**config.mk**
```make
export PLATFORM = sky130hd
export DESIGN_NAME = leb128_prefixed_string_deframer
export DESIGN_NICKNAME = d
export VERILOG_FILES = /design/src/design/lpsd_pkg.sv /design/src/design/lpsd_core.sv /design/src/design/lpsd_out_stage.sv /design/src/design/leb128_prefixed_string_deframer.sv
export SDC_FILE = /design/constraint.sdc
export NUM_CORES = 1
export LEC_CHECK = 0
export BUFFER_PORTS_ARGS = -buffer_cell sky130_fd_sc_hd__clkbuf_2
export CORE_AREA = 2 2 136 151
export CTS_BUF_LIST = sky130_fd_sc_hd__clkbuf_8
export DETAILED_ROUTE_END_ITERATION = 8
export DIE_AREA = 0 0 138 153
export GPL_ROUTABILITY_DRIVEN = 0
export GPL_TIMING_DRIVEN = 1
export MAX_ROUTING_LAYER = met4
export PLACE_DENSITY = 0.69
export SYNTH_ARGS = -nofsm -noshare
export SYNTH_HDL_FRONTEND = slang
export SYNTH_SLANG_ARGS = --single-unit
export TNS_END_PERCENT = 1
```
**constraint.sdc**
```tcl
create_clock -name clk -period 13.6 [get_ports clk]
set_input_delay 0.68 -clock clk [delete_from_list [all_inputs] [get_ports clk]]
set_output_delay 0.68 -clock clk [all_outputs]
set_load 0.03 [all_outputs]
```
**src/design/lpsd_pkg.sv**
```systemverilog
// Shared types and constants for the length-prefixed string deframer.
// No dependencies; used by lpsd_core, lpsd_out_stage and the top level.
`default_nettype none

package lpsd_pkg;

  localparam logic [7:0] MARKER_STRING = 8'd11;
  localparam int         LEB_VALUE_W   = 7;
  localparam int         LEB_CONT_IDX  = 7;
  localparam int         OUT_LEN_W     = 32;

  localparam logic [1:0] KIND_NULL  = 2'd0;
  localparam logic [1:0] KIND_BYTE  = 2'd1;
  localparam logic [1:0] KIND_EMPTY = 2'd2;

  typedef struct packed {
    logic [1:0]           kind;
    logic [7:0]           payload;
    logic                 last;
    logic [OUT_LEN_W-1:0] announced_length;
  } result_t;

endpackage

`default_nettype wire

```
**src/design/lpsd_core.sv**
```systemverilog
// Field parser: marker, ULEB128 length prefix and payload countdown.
// Depends on lpsd_pkg; produces at most one result per accepted byte.
`default_nettype none

module lpsd_core #(
  parameter int MAX_LEN_BYTES = 16,
  parameter int LEN_WIDTH     = 32
) (
  input  wire logic             clk,
  input  wire logic             rst_n,
  input  wire logic             in_fire,
  input  wire logic [7:0]       data_byte,
  output logic                  res_valid,
  output lpsd_pkg::result_t     res
);

  localparam int CNT_W   = $clog2(MAX_LEN_BYTES + 1);
  localparam int SHIFT_W = $clog2(lpsd_pkg::LEB_VALUE_W * MAX_LEN_BYTES);

  typedef enum logic [1:0] {
    PH_MARKER  = 2'd0,
    PH_LENGTH  = 2'd1,
    PH_PAYLOAD = 2'd2
  } phase_t;

  phase_t               phase_r, phase_nxt;
  logic [LEN_WIDTH-1:0] accum_r, accum_nxt;
  logic [CNT_W-1:0]     count_r, count_nxt;
  logic [LEN_WIDTH-1:0] remain_r, remain_nxt;

  logic [SHIFT_W-1:0]   shift;
  logic [LEN_WIDTH-1:0] part;
  logic [LEN_WIDTH-1:0] accum_upd;
  logic [CNT_W-1:0]     count_inc;
  logic                 fin;

  assign shift     = SHIFT_W'(lpsd_pkg::LEB_VALUE_W) * SHIFT_W'(count_r);
  assign part      = (32'(shift) < 32'(LEN_WIDTH))
                     ? (LEN_WIDTH'(data_byte[lpsd_pkg::LEB_VALUE_W-1:0]) << shift)
                     : '0;
  assign accum_upd = accum_r | part;
  assign count_inc = count_r + CNT_W'(1);
  assign fin       = (remain_r <= LEN_WIDTH'(1));

  always_comb begin
    phase_nxt  = phase_r;
    accum_nxt  = accum_r;
    count_nxt  = count_r;
    remain_nxt = remain_r;
    res_valid  = 1'b0;
    res        = '0;
    case (phase_r)
      PH_LENGTH: begin
        accum_nxt = accum_upd;
        count_nxt = count_inc;
        if (!data_byte[lpsd_pkg::LEB_CONT_IDX] ||
            32'(count_inc) >= 32'(MAX_LEN_BYTES)) begin
          count_nxt = '0;
          if (accum_upd == '0) begin
            phase_nxt      = PH_MARKER;
            res_valid      = 1'b1;
            res.kind       = lpsd_pkg::KIND_EMPTY;
            res.last       = 1'b1;
          end else begin
            remain_nxt = accum_upd;
            phase_nxt  = PH_PAYLOAD;
          end
        end
      end
      PH_PAYLOAD: begin
        res_valid            = 1'b1;
        res.kind             = lpsd_pkg::KIND_BYTE;
        res.payload          = data_byte;
        res.last             = fin;
        res.announced_length = lpsd_pkg::OUT_LEN_W'(accum_r);
        if (remain_r != '0) begin
          remain_nxt = remain_r - LEN_WIDTH'(1);
        end
        if (fin) begin
          phase_nxt = PH_MARKER;
        end
      end
      default: begin
        phase_nxt = PH_MARKER;
        if (data_byte != lpsd_pkg::MARKER_STRING) begin
          res_valid = 1'b1;
          res.kind  = lpsd_pkg::KIND_NULL;
          res.last  = 1'b1;
        end else begin
          accum_nxt  = '0;
          count_nxt  = '0;
          remain_nxt = '0;
          phase_nxt  = PH_LENGTH;
        end
      end
    endcase
  end

  always_ff @(posedge clk) begin
    if (!rst_n) begin
      phase_r  <= PH_MARKER;
      accum_r  <= '0;
      count_r  <= '0;
      remain_r <= '0;
    end else if (in_fire) begin
      phase_r  <= phase_nxt;
      accum_r  <= accum_nxt;
      count_r  <= count_nxt;
      remain_r <= remain_nxt;
    end
  end

  a_payload_nonzero: assert property (@(posedge clk) disable iff (!rst_n)
    phase_r == PH_PAYLOAD |-> remain_r != '0)
    else $error("payload phase with nothing remaining");

  a_count_bound: assert property (@(posedge clk) disable iff (!rst_n)
    32'(count_r) < 32'(MAX_LEN_BYTES))
    else $error("length byte count out of range");

  a_last_returns: assert property (@(posedge clk) disable iff (!rst_n)
    (in_fire && res_valid && res.last) |=> phase_r == PH_MARKER)
    else $error("final result did not return to marker phase");

  a_length_no_count_leak: assert property (@(posedge clk) disable iff (!rst_n)
    (in_fire && phase_r == PH_MARKER) |=> count_r == '0)
    else $error("length byte count not cleared after marker");

endmodule

`default_nettype wire

```
**src/design/lpsd_out_stage.sv**
```systemverilog
// Result register with one skid entry between parser and output channel.
// Depends on lpsd_pkg for the result struct.
`default_nettype none

module lpsd_out_stage (
  input  wire logic              clk,
  input  wire logic              rst_n,
  input  wire logic              res_valid,
  input  wire lpsd_pkg::result_t res,
  output logic                   space,
  output logic                   out_valid,
  input  wire logic              out_ready,
  output lpsd_pkg::result_t      out_res
);

  logic              main_valid_r, main_valid_nxt;
  logic              skid_valid_r, skid_valid_nxt;
  lpsd_pkg::result_t main_r, main_nxt;
  lpsd_pkg::result_t skid_r, skid_nxt;

  assign space     = !skid_valid_r;
  assign out_valid = main_valid_r;
  assign out_res   = main_r;

  always_comb begin
    main_valid_nxt = main_valid_r;
    skid_valid_nxt = skid_valid_r;
    main_nxt       = main_r;
    skid_nxt       = skid_r;
    if (!main_valid_r || out_ready) begin
      if (skid_valid_r) begin
        main_valid_nxt = 1'b1;
        main_nxt       = skid_r;
        skid_valid_nxt = res_valid;
        skid_nxt       = res;
      end else begin
        main_valid_nxt = res_valid;
        main_nxt       = res;
      end
    end else if (res_valid) begin
      skid_valid_nxt = 1'b1;
      skid_nxt       = res;
    end
  end

  always_ff @(posedge clk) begin
    if (!rst_n) begin
      main_valid_r <= 1'b0;
      skid_valid_r <= 1'b0;
    end else begin
      main_valid_r <= main_valid_nxt;
      skid_valid_r <= skid_valid_nxt;
    end
    main_r <= main_nxt;
    skid_r <= skid_nxt;
  end

  a_skid_behind_main: assert property (@(posedge clk) disable iff (!rst_n)
    skid_valid_r |-> main_valid_r)
    else $error("skid entry held without a result in front");

  a_no_overflow: assert property (@(posedge clk) disable iff (!rst_n)
    (skid_valid_r && main_valid_r && !out_ready) |-> !res_valid)
    else $error("result arrived with both entries full");

  a_skid_drains: assert property (@(posedge clk) disable iff (!rst_n)
    (skid_valid_r && out_ready && !res_valid) |=> !skid_valid_r && main_valid_r)
    else $error("skid entry did not advance");

endmodule

`default_nettype wire

```
**src/design/leb128_prefixed_string_deframer.sv**
```systemverilog
// Top level: length-prefixed string deframer (marker, ULEB128 length, payload).
// Depends on lpsd_pkg, lpsd_core and lpsd_out_stage.
//
//   channel | ports                                         | dir
//   input   | in_valid, in_ready, in_data_byte              | in
//   result  | out_valid, out_ready, out_kind, out_payload,  | out
//           | out_last, out_announced_length                |
//
// One input byte per cycle while in_ready is high; a result is registered and
// appears on the output from the result register, via the skid entry on a stall.
// Synchronous active-low reset returns the parser to marker phase and empties
// the result register and its skid entry.
// in_ready drops only while the skid entry is occupied, i.e. after the output
// has stalled with a result waiting and another result came in behind it.
`default_nettype none

module leb128_prefixed_string_deframer #(
  parameter int MAX_LEN_BYTES = 16,
  parameter int LEN_WIDTH     = 32
) (
  input  wire logic        clk,
  input  wire logic        rst_n,
  input  wire logic        in_valid,
  output logic             in_ready,
  input  wire logic [7:0]  in_data_byte,
  output logic             out_valid,
  input  wire logic        out_ready,
  output logic [1:0]       out_kind,
  output logic [7:0]       out_payload,
  output logic             out_last,
  output logic [31:0]      out_announced_length
);

  logic              in_fire;
  logic              core_valid;
  logic              space;
  lpsd_pkg::result_t core_res;
  lpsd_pkg::result_t out_res;

  assign in_ready = space;
  assign in_fire  = in_valid && space;

  lpsd_core #(
    .MAX_LEN_BYTES (MAX_LEN_BYTES),
    .LEN_WIDTH     (LEN_WIDTH)
  ) u_core (
    .clk       (clk),
    .rst_n     (rst_n),
    .in_fire   (in_fire),
    .data_byte (in_data_byte),
    .res_valid (core_valid),
    .res       (core_res)
  );

  lpsd_out_stage u_out (
    .clk       (clk),
    .rst_n     (rst_n),
    .res_valid (core_valid && in_fire),
    .res       (core_res),
    .space     (space),
    .out_valid (out_valid),
    .out_ready (out_ready),
    .out_res   (out_res)
  );

  assign out_kind             = out_res.kind;
  assign out_payload          = out_res.payload;
  assign out_last             = out_res.last;
  assign out_announced_length = out_res.announced_length;

endmodule

`default_nettype wire
```
* After elaboration in Yosys (flattened, before gate mapping)
Cells that the tools add are included.
Word-level totals: register bits after elaboration 159, output and inout port bits 45, word-level logic and storage cells 80
Operators by class: add/sub/neg operators 2, $mul 1, order comparisons 3, equal/unequal tests 10, shift-type cells 1, mux-type cells 33, bitwise operators 2, reductions and logical operators 14
Operators by type and width (number):
- $mux 32 | 6
- $mux 43 | 4
- $pmux 32 s2 | 2
- $le 32x1->1 const B | 1
- $logic_not 32->1 | 1
- $or 32x32->32 | 1
- $reduce_bool 32->1 | 1
- $shl 7x7->32 | 1
- $sub 32x1->32 const B | 1
- $mux 2 | 5
- $mux 5 | 2
- $pmux 5 s2 | 1
- $mux 1 | 8
- $mux 8 | 1
- $ne 2x1->1 const B | 4
- $ne 8x4->1 const B | 1
- $pmux 2 s2 | 2
- $lt 7x6->1 const B | 1
- $mul 3x5->7 const A | 1
- $reduce_and 3->1 | 2
- $add 5x1->5 const B | 1
- $ge 5x5->1 const B | 1
- $reduce_and 5->1 | 1
- $ne 2x2->1 const B | 2
- 10 further kinds | 15

* Longest topological paths before layout
Gate-level depths: netlist of the first run.
depth after elaboration 11, depth in mapped cells 17, mapped depth without buffers 13

* Cells and area by module
From an unflattened synthesis of the first run, not the netlist that was laid out.
Unflattened totals: cells, all modules 881, area, all modules 8818.5 um2
By module, submodules not included:
- lpsd_core | times used 1, cells each 734, area each 5504.0 um2, seq. area each 1421.4 um2
- lpsd_out_stage | times used 1, cells each 145, area each 3301.9 um2, seq. area each 2622.5 um2
- leb128_prefixed_string_deframer | times used 1, cells each 2, area each 12.5 um2, seq. area each 0.0 um2

* Least setup slack after synthesis of the first run
Ideal clock, no wire load.
path kind register to register, start reg u_core.count_r[2], end reg u_out.skid_r[0] in the netlist's numbering (enable), setup time 404 ps, data arrival time 4654 ps, path slack 8542 ps, stages on the path, launching flop included 15, buffers on the path 1, cell sequence dfxtp_1 fa_1 ha_1 inv_1 fa_1 buf_2 clkinv_1 a32oi_1 a21bo_2 a311o_1 o41ai_1 and3_1 nand4_1 o211ai_1 a22o_1
Between the ends: cells in the longest elaborated chain, start to end 11, elaborated cells between the ends (all ways) 15, classes of those cells 1 x add/sub; 1 x mul; 2 x order compare; 1 x shift; 4 x mux; 1 x bitwise; 5 x reduce/logical
Ends and longest elaborated chain:
- from (decl) | line lpsd_core.sv:28 | logic [CNT_W-1:0] count_r, count_nxt;
- from (signal assigned) | line lpsd_core.sv:108 | count_r <= count_nxt;
- $mul 3x5->7 | line lpsd_core.sv:37 | assign shift = SHIFT_W'(lpsd_pkg::LEB_VALUE_W) * SHIFT_W'(count_r);
- $lt 7x6->1 or $shl 7x7->32 (tied branches) | line lpsd_core.sv:38, lpsd_core.sv:39
- $mux 32 | line lpsd_core.sv:39 | ? (LEN_WIDTH'(data_byte[lpsd_pkg::LEB_VALUE_W-1:0]) << shift)
- $or 32x32->32 | line lpsd_core.sv:41 | assign accum_upd = accum_r | part;
- $logic_not 32->1 | line lpsd_core.sv:59 | if (accum_upd == '0) begin
- $mux 1 | line lpsd_core.sv:59
- $mux 1 (*) | line lpsd_core.sv:56 | if (!data_byte[lpsd_pkg::LEB_CONT_IDX] ||
- $pmux 1 s2 (*) | line lpsd_core.sv:52 | case (phase_r)
- $logic_and 1x1->1 (*) | line leb128_prefixed_string_deframer.sv:58 | .res_valid (core_valid && in_fire),
- $reduce_bool 2->1 (no source line) (*)
- $reduce_and 2->1 (no source line) (*)
- to (signal assigned) | line lpsd_out_stage.sv:55 | skid_r <= skid_nxt;
- to (decl) | line lpsd_out_stage.sv:19 | lpsd_pkg::result_t skid_r, skid_nxt;
Every way passes the cells marked *; elsewhere a longest branch is shown, timed or not. A chain may end at the register's enable or synchronous reset.

* Final worst setup path of the first run
start reg u_core.count_r[0], end reg u_out.skid_r[37] in the netlist's numbering (enable)
Same word-level chain as after synthesis.

==> reports/metrics.cfg, run 1 <==
[status]
status = completed

[logic_synthesis]
yosys_warnings = 0
syn_inst = 887
netlist.area_leader.share_pct = 29.72
synth-main-ff-cell = edfxtp_1
synth_seq_cells = 159
ys_seq_area_share_pct = 46.54
postSynthNetCount = 916
ys_top_cells_by_area = edfxtp_1, dfxtp_1, mux2_2, a21oi_1, nor2_1
synth_area_mm2 = 0.008688
synth_largest_area_cell = edfxtp_1
synth.avg_cell_area_um2 = 9.795
synth_mux_area_share_pct = 7.330
yosys.area_share.simple_pct = 19.41
synth_xor_area_share_pct = 3.327
synth_edf_count = 86
synth_common_cells = edfxtp_1, nor2_1, a21oi_1
synthDistinctLibCells = 81
synth_adder_area_share_pct = 2.880
synth_top_family_by_area = simple AND/OR/NAND/NOR gates
synth_compound_area_share_pct = 16.33
synthArstFlopShare_pct = 0

[floorplan]
initial_core_util_pct = 44.34
die_area_mm2 = 0.02111
core_mm2 = 0.01959
die_h_um = 153
design.portCount = 57
rows = 54
fp.dieW_um = 138

[route]
wl_per_cell_um = 18.85
vias = 7218
firstDrtPassIters = 7
ant_nets = 0
via_per_inst = 6.127
route.detailed.drc = 0
routed_wirelength_mm = 22.20
drt_iter0_drc = 700

[setup_path]
arrival_ns = 6.06
startpoint_type = flip-flop
cp.required_ns = 13.69
worst-setup-path-type = reg2reg
cp-end-kind = flip-flop
cp_max_fo = 43

[timing]
finalWorstSetupSlack_ns = 7.632
clock_skew_ns = 0.01770
finalHoldViolCount = 0
setup_tns_ns = 0
fmax_mhz = 167.6
rsz0062_at_grt = no
max_slew_margin_pct = 32.64
fin_crit_sh_pct = 43.88
tightest_slew_ns = 1.010
maxSlewViolCount = 0
finalCriticalPeriod_ns = 5.968
finalSetupViolations = 0
hold_ws_ns = 0.4822

[clock_tree]
cts_hold_buf = 0
clockRootBuffer = clkbuf_8
cts.sinks = 159
cts_setup_buffers = 0
clk_pin_slew_ns = 0.10
cts_buffers = 17
cts_resized = 0
clock_path_buffers = 2
h-tree-depth = 4
clk_latency_ns = 0.48
cts_tree = done

[layout]
layout.cells.non_filler = 1178
area_delta_synth_final_pct = 9.332
layout.nets = 942
ff_latch_area_mm2 = 0.004044
multiInputGateArea_mm2 = 0.004287
nFillCells = 1826
diodes = 0
drive_gt1_share_pct = 18.25

[placed_design]
dp_hpwl_mm = 15.33
dpl_worst_slack_ns = 7.757
placed_cells = 1146
io_buffer_count = 56

[global_routing]
first_global_vias = 6800
grt_use_total_pct = 21.74
grt_overflow = 0
grt_pass1_wl_mm = 36.14
grt_antenna_before_repair = 0
grt_max_degree = 71

[min_path]
hp-class = reg2reg

[power_and_ir_drop]
ir_worst_vdd_uv = 65.14
p_total_mw = 0.9242
p_per_area_mw_per_mm2 = 97.29
power.leakage_nw = 3.649

[flow_run]
drv_cap = 0

-- cells by family (layout without fill, tap and decap cells) --
logic type      Yosys count  after routing
simple gates            318            318
mux                      58             58
xor+xnor                 30             30
flops                   159            159
fa+ha+maj                17             17
compound gates          223            223
buf+inv                  82            121
-- path summary, 6_finish.rpt --
check | start | to | slack, ns | cells past startpoint
worst min register to register | u_core.phase_r[1]$_SDFFE_PN0P_ | u_core.phase_r[1]$_SDFFE_PN0P_ | 0.48 | 2
worst max-delay path | u_core.count_r[0]$_SDFFE_PN0P_ | u_out.skid_r[37]$_DFFE_PP_ | 7.63 | 16
worst max register to register | u_core.count_r[0]$_SDFFE_PN0P_ | u_out.skid_r[37]$_DFFE_PP_ | 7.63 | 16
worst min-delay path | u_core.phase_r[1]$_SDFFE_PN0P_ | u_core.phase_r[1]$_SDFFE_PN0P_ | 0.48 | 2
-- sequential cells by signal, indices dropped and copies added (netlist names) --
register and count:
u_out.skid_r 43, u_core.phase_r 2, u_out.skid_valid_r 1, u_core.remain_r 32, u_out.out_valid 1, u_core.count_r 5
u_out.out_res 43, u_core.accum_r 32
-- layer usage --
metal  vias to the layer above  share of wire [%]  track usage (%)
met5                         -                  0                -
met4                         0                4.6            11.32
met3                        83                7.3            4.511
met2                       332                 46            33.17
met1                      3463                 42            27.35
li1                       3340                  -                -
-- power by group --
group | total [mW] | internal [mW] | switching, mW
logic | 0.0536 | 0.0133 | 0.0403
registers | 0.517 | 0.514 | 0.00256
clock network | 0.354 | 0.139 | 0.214
total | 0.924 | 0.667 | 0.257
-- cells in the final DEF (no fill, tap or decap), types with 5 or more instances in the layout --
master,count
o22ai_1,22
buf_4,12
nand3_1,35
clkbuf_8,17
nand2_1,45
inv_8,6
dfxtp_1,73
edfxtp_1,86
nor2_1,86
a21o_1,5
and3_1,7
a22oi_1,12
nand2b_1,7
nor4_1,14
inv_1,16
fa_1,5
ha_1,12
and2_1,46
nor2b_1,9
o21ai_0,45
xnor2_1,23
clkbuf_2,56
o31ai_1,6
xor2_1,5
mux2_2,45
a31oi_1,8
or4_1,5
a21oi_1,74
a32oi_1,7
nor3_1,28
nand4_1,9
mux2i_1,13
-- cell type report --
| cell class | count | area share, % |
|---|---|---|
| flip-flops and latches | 159 | 42.57 |
| inverters | 21 | 0.8298 |
| clock buffers | 17 | 2.463 |
| well taps | 252 | 3.319 |
| repair buffers | 68 | 3.899 |
| multi-input cells | 646 | 45.13 |
| clock inverters | 15 | 1.791 |
-- worst max-delay path: stages (launching register included) --
cell and delay, ns:
dfxtp_1 0.31, buf_4 0.25, fa_1 0.58, ha_1 0.19, inv_1 0.07, fa_1 0.47
buf_4 0.30, clkinv_1 0.35, a32oi_1 0.26, a21bo_2 0.26, a311o_1 0.32, o41ai_1 0.32
and3_1 0.29, nand4_1 0.11, buf_4 0.29, o211ai_1 0.29, a22o_2 0.85
-- through the flow --
stage | cell area [um^2] | utilization (%)
after floorplan | 8688 | -
after global placement | 9095 | 46.42
after detailed placement | 9095 | 46.42
after CTS | 9499 | 48.48
after global routing | 9499 | 48.48
final | 9499 | 48.48
No activity file was read; power rests on OpenSTA's default activity.
==> run 2: changes to the inputs <==
--- a/config.mk
+++ b/config.mk
@@ -5,6 +5,7 @@
 export SDC_FILE = /design/constraint.sdc
 export NUM_CORES = 1
 export LEC_CHECK = 0
+export ABC_AREA = 1
 export BUFFER_PORTS_ARGS = -buffer_cell sky130_fd_sc_hd__clkbuf_2
 export CORE_AREA = 2 2 136 151
 export CTS_BUF_LIST = sky130_fd_sc_hd__clkbuf_8
@@ -13,7 +14,7 @@
 export GPL_ROUTABILITY_DRIVEN = 0
 export GPL_TIMING_DRIVEN = 1
 export MAX_ROUTING_LAYER = met4
-export PLACE_DENSITY = 0.69
+export PLACE_DENSITY = 0.68
 export SYNTH_ARGS = -nofsm -noshare
 export SYNTH_HDL_FRONTEND = slang
 export SYNTH_SLANG_ARGS = --single-unit
==> constraint.sdc (replaced) <==
create_clock -name clk -period 6.02 [get_ports clk]
set_input_delay 0.301 -clock clk [delete_from_list [all_inputs] [get_ports clk]]
set_output_delay 0.301 -clock clk [all_outputs]
set_load 0.03 [all_outputs]
==> run 2 against run 1 <==
Register-to-register slack worse by 6.5 ns; worst setup slack worse by 6.5 ns; final cell count up 23%; count of clock-buffer cells in the layout did not move; final area decreased by 0.79%.
==> reports/metrics.cfg, run 2 <==
[timing]
max_slew_margin_pct = 51.92
clock_skew_ns = 0.01385
finalSetupViolations = 0
maxSlewViolCount = 0
finalHoldViolCount = 0
fmax_mhz = 205.1
tightest_slew_ns = 0.7204
setup_tns_ns = 0
fin_crit_sh_pct = 80.99
rsz0062_at_grt = no
finalCriticalPeriod_ns = 4.876
hold_ws_ns = 0.1635

[clock_tree]
cts_resized = 0
cts.sinks = 159
clk_pin_slew_ns = 0.10
cts_hold_buf = 0
cts_tree = done
h-tree-depth = 4
clock_path_buffers = 2
clk_latency_ns = 0.47
cts_buffers = 17
cts_setup_buffers = 0
clockRootBuffer = clkbuf_8

[power_and_ir_drop]
p_total_mw = 2.375
power.leakage_nw = 4.268
p_per_area_mw_per_mm2 = 252.0
ir_worst_vdd_uv = 143.4

[logic_synthesis]
synth_edf_count = 86
synth.avg_cell_area_um2 = 7.435
synth_seq_cells = 159
netlist.area_leader.share_pct = 29.89
yosys_warnings = 0
synth_common_cells = nand2_1, nor2_1, inv_1
synth-main-ff-cell = edfxtp_1
postSynthNetCount = 1191
synthDistinctLibCells = 41
yosysMostFrequentCell = nand2_1
synthArstFlopShare_pct = 0
ys_top_cells_by_area = edfxtp_1, dfxtp_1, nand2_1, nor2_1, inv_1
ys_seq_area_share_pct = 46.81
synth_area_mm2 = 0.008640
synth_largest_area_cell = edfxtp_1
syn_inst = 1162

[placed_design]
dpl-instance-area_mm2 = 0.009042
dp_hpwl_mm = 14.90
placed_cells = 1419
io_buffer_count = 56

[layout]
layout.nets = 1215
fin_area_mm2 = 0.009424
final_cell_mix = nand2_1, nor2_1, inv_1
area_delta_synth_final_pct = 9.080
drive_gt1_share_pct = 10.09
mostFrequentLayoutCell = nand2_1
diodes = 0
nFillCells = 1963
layout.cells.non_filler = 1451

[global_routing]
grt_antenna_before_repair = 0
first_global_vias = 6867
grt_pass1_wl_mm = 34.62
grt_overflow = 0
grt_use_total_pct = 20.64
grt_max_degree = 86

[route]
drt_iter0_drc = 680
via_per_inst = 5.196
firstDrtPassIters = 5
wl_per_cell_um = 14.50
routed_wirelength_mm = 21.04
route.detailed.drc = 0
vias = 7540
ant_nets = 0

[setup_path]
arrival_ns = 5.24
startpoint_type = flip-flop
cp.required_ns = 6.39
cp_max_fo = 40
worst-setup-path-type = reg2reg
cp-end-kind = flip-flop

[floorplan]
core_mm2 = 0.01959
design.portCount = 57
initial_core_util_pct = 44.09
fp.dieW_um = 138
die_h_um = 153
rows = 54
die_area_mm2 = 0.02111

[flow_run]
drv_cap = 0

[status]
status = completed

[min_path]
hp-class = in2reg

[run 2: cell types whose count changed after synthesis, moves of 18 or more]
cell,change
and2_1,-45
mux2_2,-45
inv_1,+122
nand3_1,+56
o21ai_0,+33
o22ai_1,-22
nor2_1,+89
nor3_1,-18
xnor2_1,-21
nand2_1,+229
[run 2: power breakdown]
part	switching (mW)	internal (mW)
Clock	0.456	0.306
Combinational	0.285	0.113
Sequential	0.0255	1.19
Total	0.767	1.61
[run 2: layout make-up]
cell class              count  area [um^2]  share of cell area [%]
inverters                 142        533.0                   5.656
multi-input cells         802         3809                   40.41
clock inverters            15        147.6                   1.567
flip-flops and latches    159         4045                   42.92
clock buffers              17        234.0                   2.483
well taps                 252        315.3                   3.346
repair buffers             64        340.3                   3.611
[run 2: per-layer routing]
metal | part of all wire, % | vias to the layer above | global-route usage (%)
met4 | 3.3 | 0 | 8.260
met5 | 0 | - | -
met2 | 45 | 274 | 31.68
met3 | 5.7 | 45 | 3.509
met1 | 46 | 3403 | 27.33
li1 | - | 3818 | -
[run 2: critical path: stages, from the launching register on]
cell and delay [ns]:
dfxtp_1 0.45, fa_1 0.58, ha_1 0.16, inv_1 0.05, fa_1 0.35, inv_1 0.07
nand2_1 0.07, nand2_2 0.07, nand2_1 0.06, nand2_2 0.17, nand2_1 0.09, inv_2 0.09
nand3_2 0.08, nor2_2 0.45, inv_2 0.11, nor2_2 0.25, a21o_1 0.22, nor2_1 0.05
nand2_1 0.06, nor2_1 0.04, nand2_1 0.10, nor2_4 0.06, nand2_2 0.09, nand2_4 0.18
inv_2 0.56, nand2_1 0.12, nand2_1 0.10, nor2_1 0.05
[run 2: kinds of logic (layout without fill, tap and decap cells)]
family / after synthesis / count (layout) / synth area share, %
simple gates: 598 / 598 / 29.14
xor+xnor: 9 / 9 / 0.9124
flops: 159 / 159 / 46.81
fa+ha+maj: 17 / 17 / 2.896
compound gates: 178 / 178 / 10.90
buf+inv: 201 / 238 / 9.341
[run 2: worst paths after layout]
check / startpoint / endpoint / slack, ns / depth (start not counted)
min reg2reg: u_core.accum_r[28]$_SDFFE_PN0P_ / u_core.accum_r[28]$_SDFFE_PN0P_ / 0.49 / 2
max reg2reg: u_core.count_r[0]$_SDFFE_PN0P_ / u_core.remain_r[2]$_SDFFE_PN0P_ / 1.14 / 27
max: u_core.count_r[0]$_SDFFE_PN0P_ / u_core.remain_r[2]$_SDFFE_PN0P_ / 1.14 / 27
min: in_data_byte[7] / u_out.skid_r[40]$_DFFE_PP_ / 0.16 / 3
[run 2: metrics by stage]
step           worst slack, ns  utilization, %
4_1_cts                  1.147           48.10
5_1_grt                 0.6939           48.10
2_1_floorplan           0.3634               -
3_5_place_dp             1.188           46.15
3_3_place_gp             1.333           46.15
6_report                 1.144           48.10
==> run 3: changes to the inputs <==
--- a/config.mk
+++ b/config.mk
@@ -14,7 +14,7 @@
 export GPL_ROUTABILITY_DRIVEN = 0
 export GPL_TIMING_DRIVEN = 1
 export MAX_ROUTING_LAYER = met4
-export PLACE_DENSITY = 0.68
+export PLACE_DENSITY = 0.71
 export SYNTH_ARGS = -nofsm -noshare
 export SYNTH_HDL_FRONTEND = slang
 export SYNTH_SLANG_ARGS = --single-unit
==> constraint.sdc (replaced) <==
create_clock -name clk -period 4.45 [get_ports clk]
set_input_delay 0.2225 -clock clk [delete_from_list [all_inputs] [get_ports clk]]
set_output_delay 0.2225 -clock clk [all_outputs]
set_load 0.03 [all_outputs]
==> run 3 against run 2 <==
Global-route usage rose by 0.51 points; total power rose by 40%; final area rose by 5.3%; flip-flop and latch count did not move; utilization rose by 2.6 points; critical endpoint is now u_out.skid_r[23]$_DFFE_PP_.
==> reports/metrics.cfg, run 3 (synthesized netlist as in run 2, its figures left out) <==
[route]
drt_iter0_drc = 914
ant_nets = 0
firstDrtPassIters = 9
wl_per_cell_um = 15.15
route.detailed.drc = 0
vias = 7870
via_per_inst = 5.339
routed_wirelength_mm = 22.33

[clock_tree]
cts_buffers = 17
clock_path_buffers = 2
h-tree-depth = 4
clockRootBuffer = clkbuf_8
cts.sinks = 159
cts_hold_buf = 0
cts_tree = done
clk_pin_slew_ns = 0.10
clk_latency_ns = 0.48

[setup_path]
worst_r2r_path_depth = 25
regToRegEndpoint = u_out.skid_r[23]$_DFFE_PP_
startpoint_type = flip-flop
crit_path_frequent_cell = nand2_2
arrival_ns = 4.52
startpoint = u_core.count_r[1]$_SDFFE_PN0P_
critPathCapture = u_out.skid_r[23]$_DFFE_PP_
cp_max_fo = 12
cp-end-kind = flip-flop
max_stage_delay_ns = 0.52
worst-setup-path-type = reg2reg
cp.required_ns = 4.64
r2r_start = u_core.count_r[1]$_SDFFE_PN0P_
r2r_slack_ns = 0.13
cp_slowest_cell = fa_1

[timing]
clock_skew_ns = 0.01805
tightest_slew_ns = 0.7543
finalHoldViolCount = 0
finalSetupViolations = 0
maxSlewViolCount = 0
fmax_mhz = 231.3
finalWorstSetupSlack_ns = 0.1266
finalCriticalPeriod_ns = 4.323
max_slew_margin_pct = 49.66
fin_crit_sh_pct = 97.16

[layout]
fin_area_mm2 = 0.009927
area_delta_synth_final_pct = 14.90
diodes = 0
nFillCells = 1850
final_cell_mix = nand2_1, nor2_1, inv_1
drive_gt1_share_pct = 15.79
layout.nets = 1238
mostFrequentLayoutCell = nand2_1

[floorplan]
fp.dieW_um = 138
rows = 54
design.portCount = 57
core_mm2 = 0.01959
initial_core_util_pct = 44.09
die_h_um = 153
die_area_mm2 = 0.02111

[placed_design]
dpl-instance-area_mm2 = 0.009163
dp_hpwl_mm = 15.26
dpl_worst_slack_ns = -0.05787
io_buffer_count = 56

[power_and_ir_drop]
p_per_area_mw_per_mm2 = 334.4
ir_worst_vdd_uv = 229.8
power.leakage_nw = 4.460

[global_routing]
first_global_vias = 7196
grt_antenna_before_repair = 0
grt_pass1_wl_mm = 35.41
grt_overflow = 0
grt_use_total_pct = 21.15
grt_max_degree = 85

[min_path]
hp-class = in2reg

[flow_run]
drv_cap = 0

[status]
status = completed

==> run 3: layout make-up <==
| cell class | instances | area (um^2) | share of cell area [%] |
|---|---|---|---|
| Clock buffer | 17 | 234.0 | 2.357 |
| Clock inverter | 15 | 175.2 | 1.765 |
| Inverter | 142 | 533.0 | 5.369 |
| Multi-Input combinational cell | 803 | 4029 | 40.58 |
| Sequential cell | 159 | 4050 | 40.80 |
| Tap cell | 252 | 315.3 | 3.176 |
| Timing Repair Buffer | 86 | 590.6 | 5.949 |
==> run 3: worst max-delay path: cells and delay by family, from the launching register on <==
| kind | cells | cell delay (ns) |
|---|---|---|
| adder cells (fa/ha/maj) | 3 | 1.07 |
| flip-flops | 1 | 0.38 |
| AND/OR/NAND/NOR | 17 | 1.97 |
| buffers and inverters | 4 | 0.42 |
| AO/OA/AOI/OAI | 1 | 0.19 |
==> run 3: worst min-delay path by stage <==
stage / startpoint / to / slack (ns) / depth (start not counted)
floorplan: rst_n / u_out.skid_valid_r$_SDFFE_PN0P_ / 0.35 / 2
global placement: u_core.accum_r[22]$_SDFFE_PN0P_ / u_core.accum_r[22]$_SDFFE_PN0P_ / 0.47 / 2
detailed placement: u_core.accum_r[29]$_SDFFE_PN0P_ / u_core.accum_r[29]$_SDFFE_PN0P_ / 0.47 / 2
CTS: in_data_byte[7] / u_out.skid_r[40]$_DFFE_PP_ / 0.06 / 3
global route: in_data_byte[7] / u_out.skid_r[40]$_DFFE_PP_ / 0.09 / 3
finish: in_data_byte[7] / u_out.skid_r[40]$_DFFE_PP_ / 0.08 / 3
==> run 3: routing by layer <==
metal / vias to the layer above / GRT usage [%] / share of wire [%]
met3: 94 / 4.073 / 7.0
met2: 372 / 32.67 / 46
met1: 3540 / 26.75 / 43
met4: 0 / 10.30 / 4.7
met5: - / - / 0
li1: 3864 / - / -
==> run 3: timing repair <==
item / 4_1_cts / 5_1_grt
cloned: 0 / 3
endpoints found under the setup margin: 43 / 76
pin swaps: 0 / 17
gates resized for setup: 1 / 55
buffers inserted: 0 / 9
==> run 3: where the power goes <==
part / switching (mW) / internal [mW] / total [mW]
Combinational: 0.407 / 0.179 / 0.586
Clock: 0.659 / 0.433 / 1.09
Sequential: 0.0343 / 1.61 / 1.64
==> run 3: stage by stage <==
stage | total power [mW] | setup TNS (ns) | utilization [%] | std cells | hold WS [ns]
5_1_grt | 3.473 | -3.155 | 50.66 | 1474 | 0.09331
4_1_cts | 3.297 | 0 | 48.88 | 1462 | 0.06424
3_5_place_dp | 2.219 | -2.228 | 46.76 | 1430 | 0.4747
2_1_floorplan | 2.074 | 0 | - | 1162 | 0.3472
6_report | 3.320 | 0 | 50.66 | 1474 | 0.08024
3_3_place_gp | 2.210 | 0 | 46.76 | 1430 | 0.4728
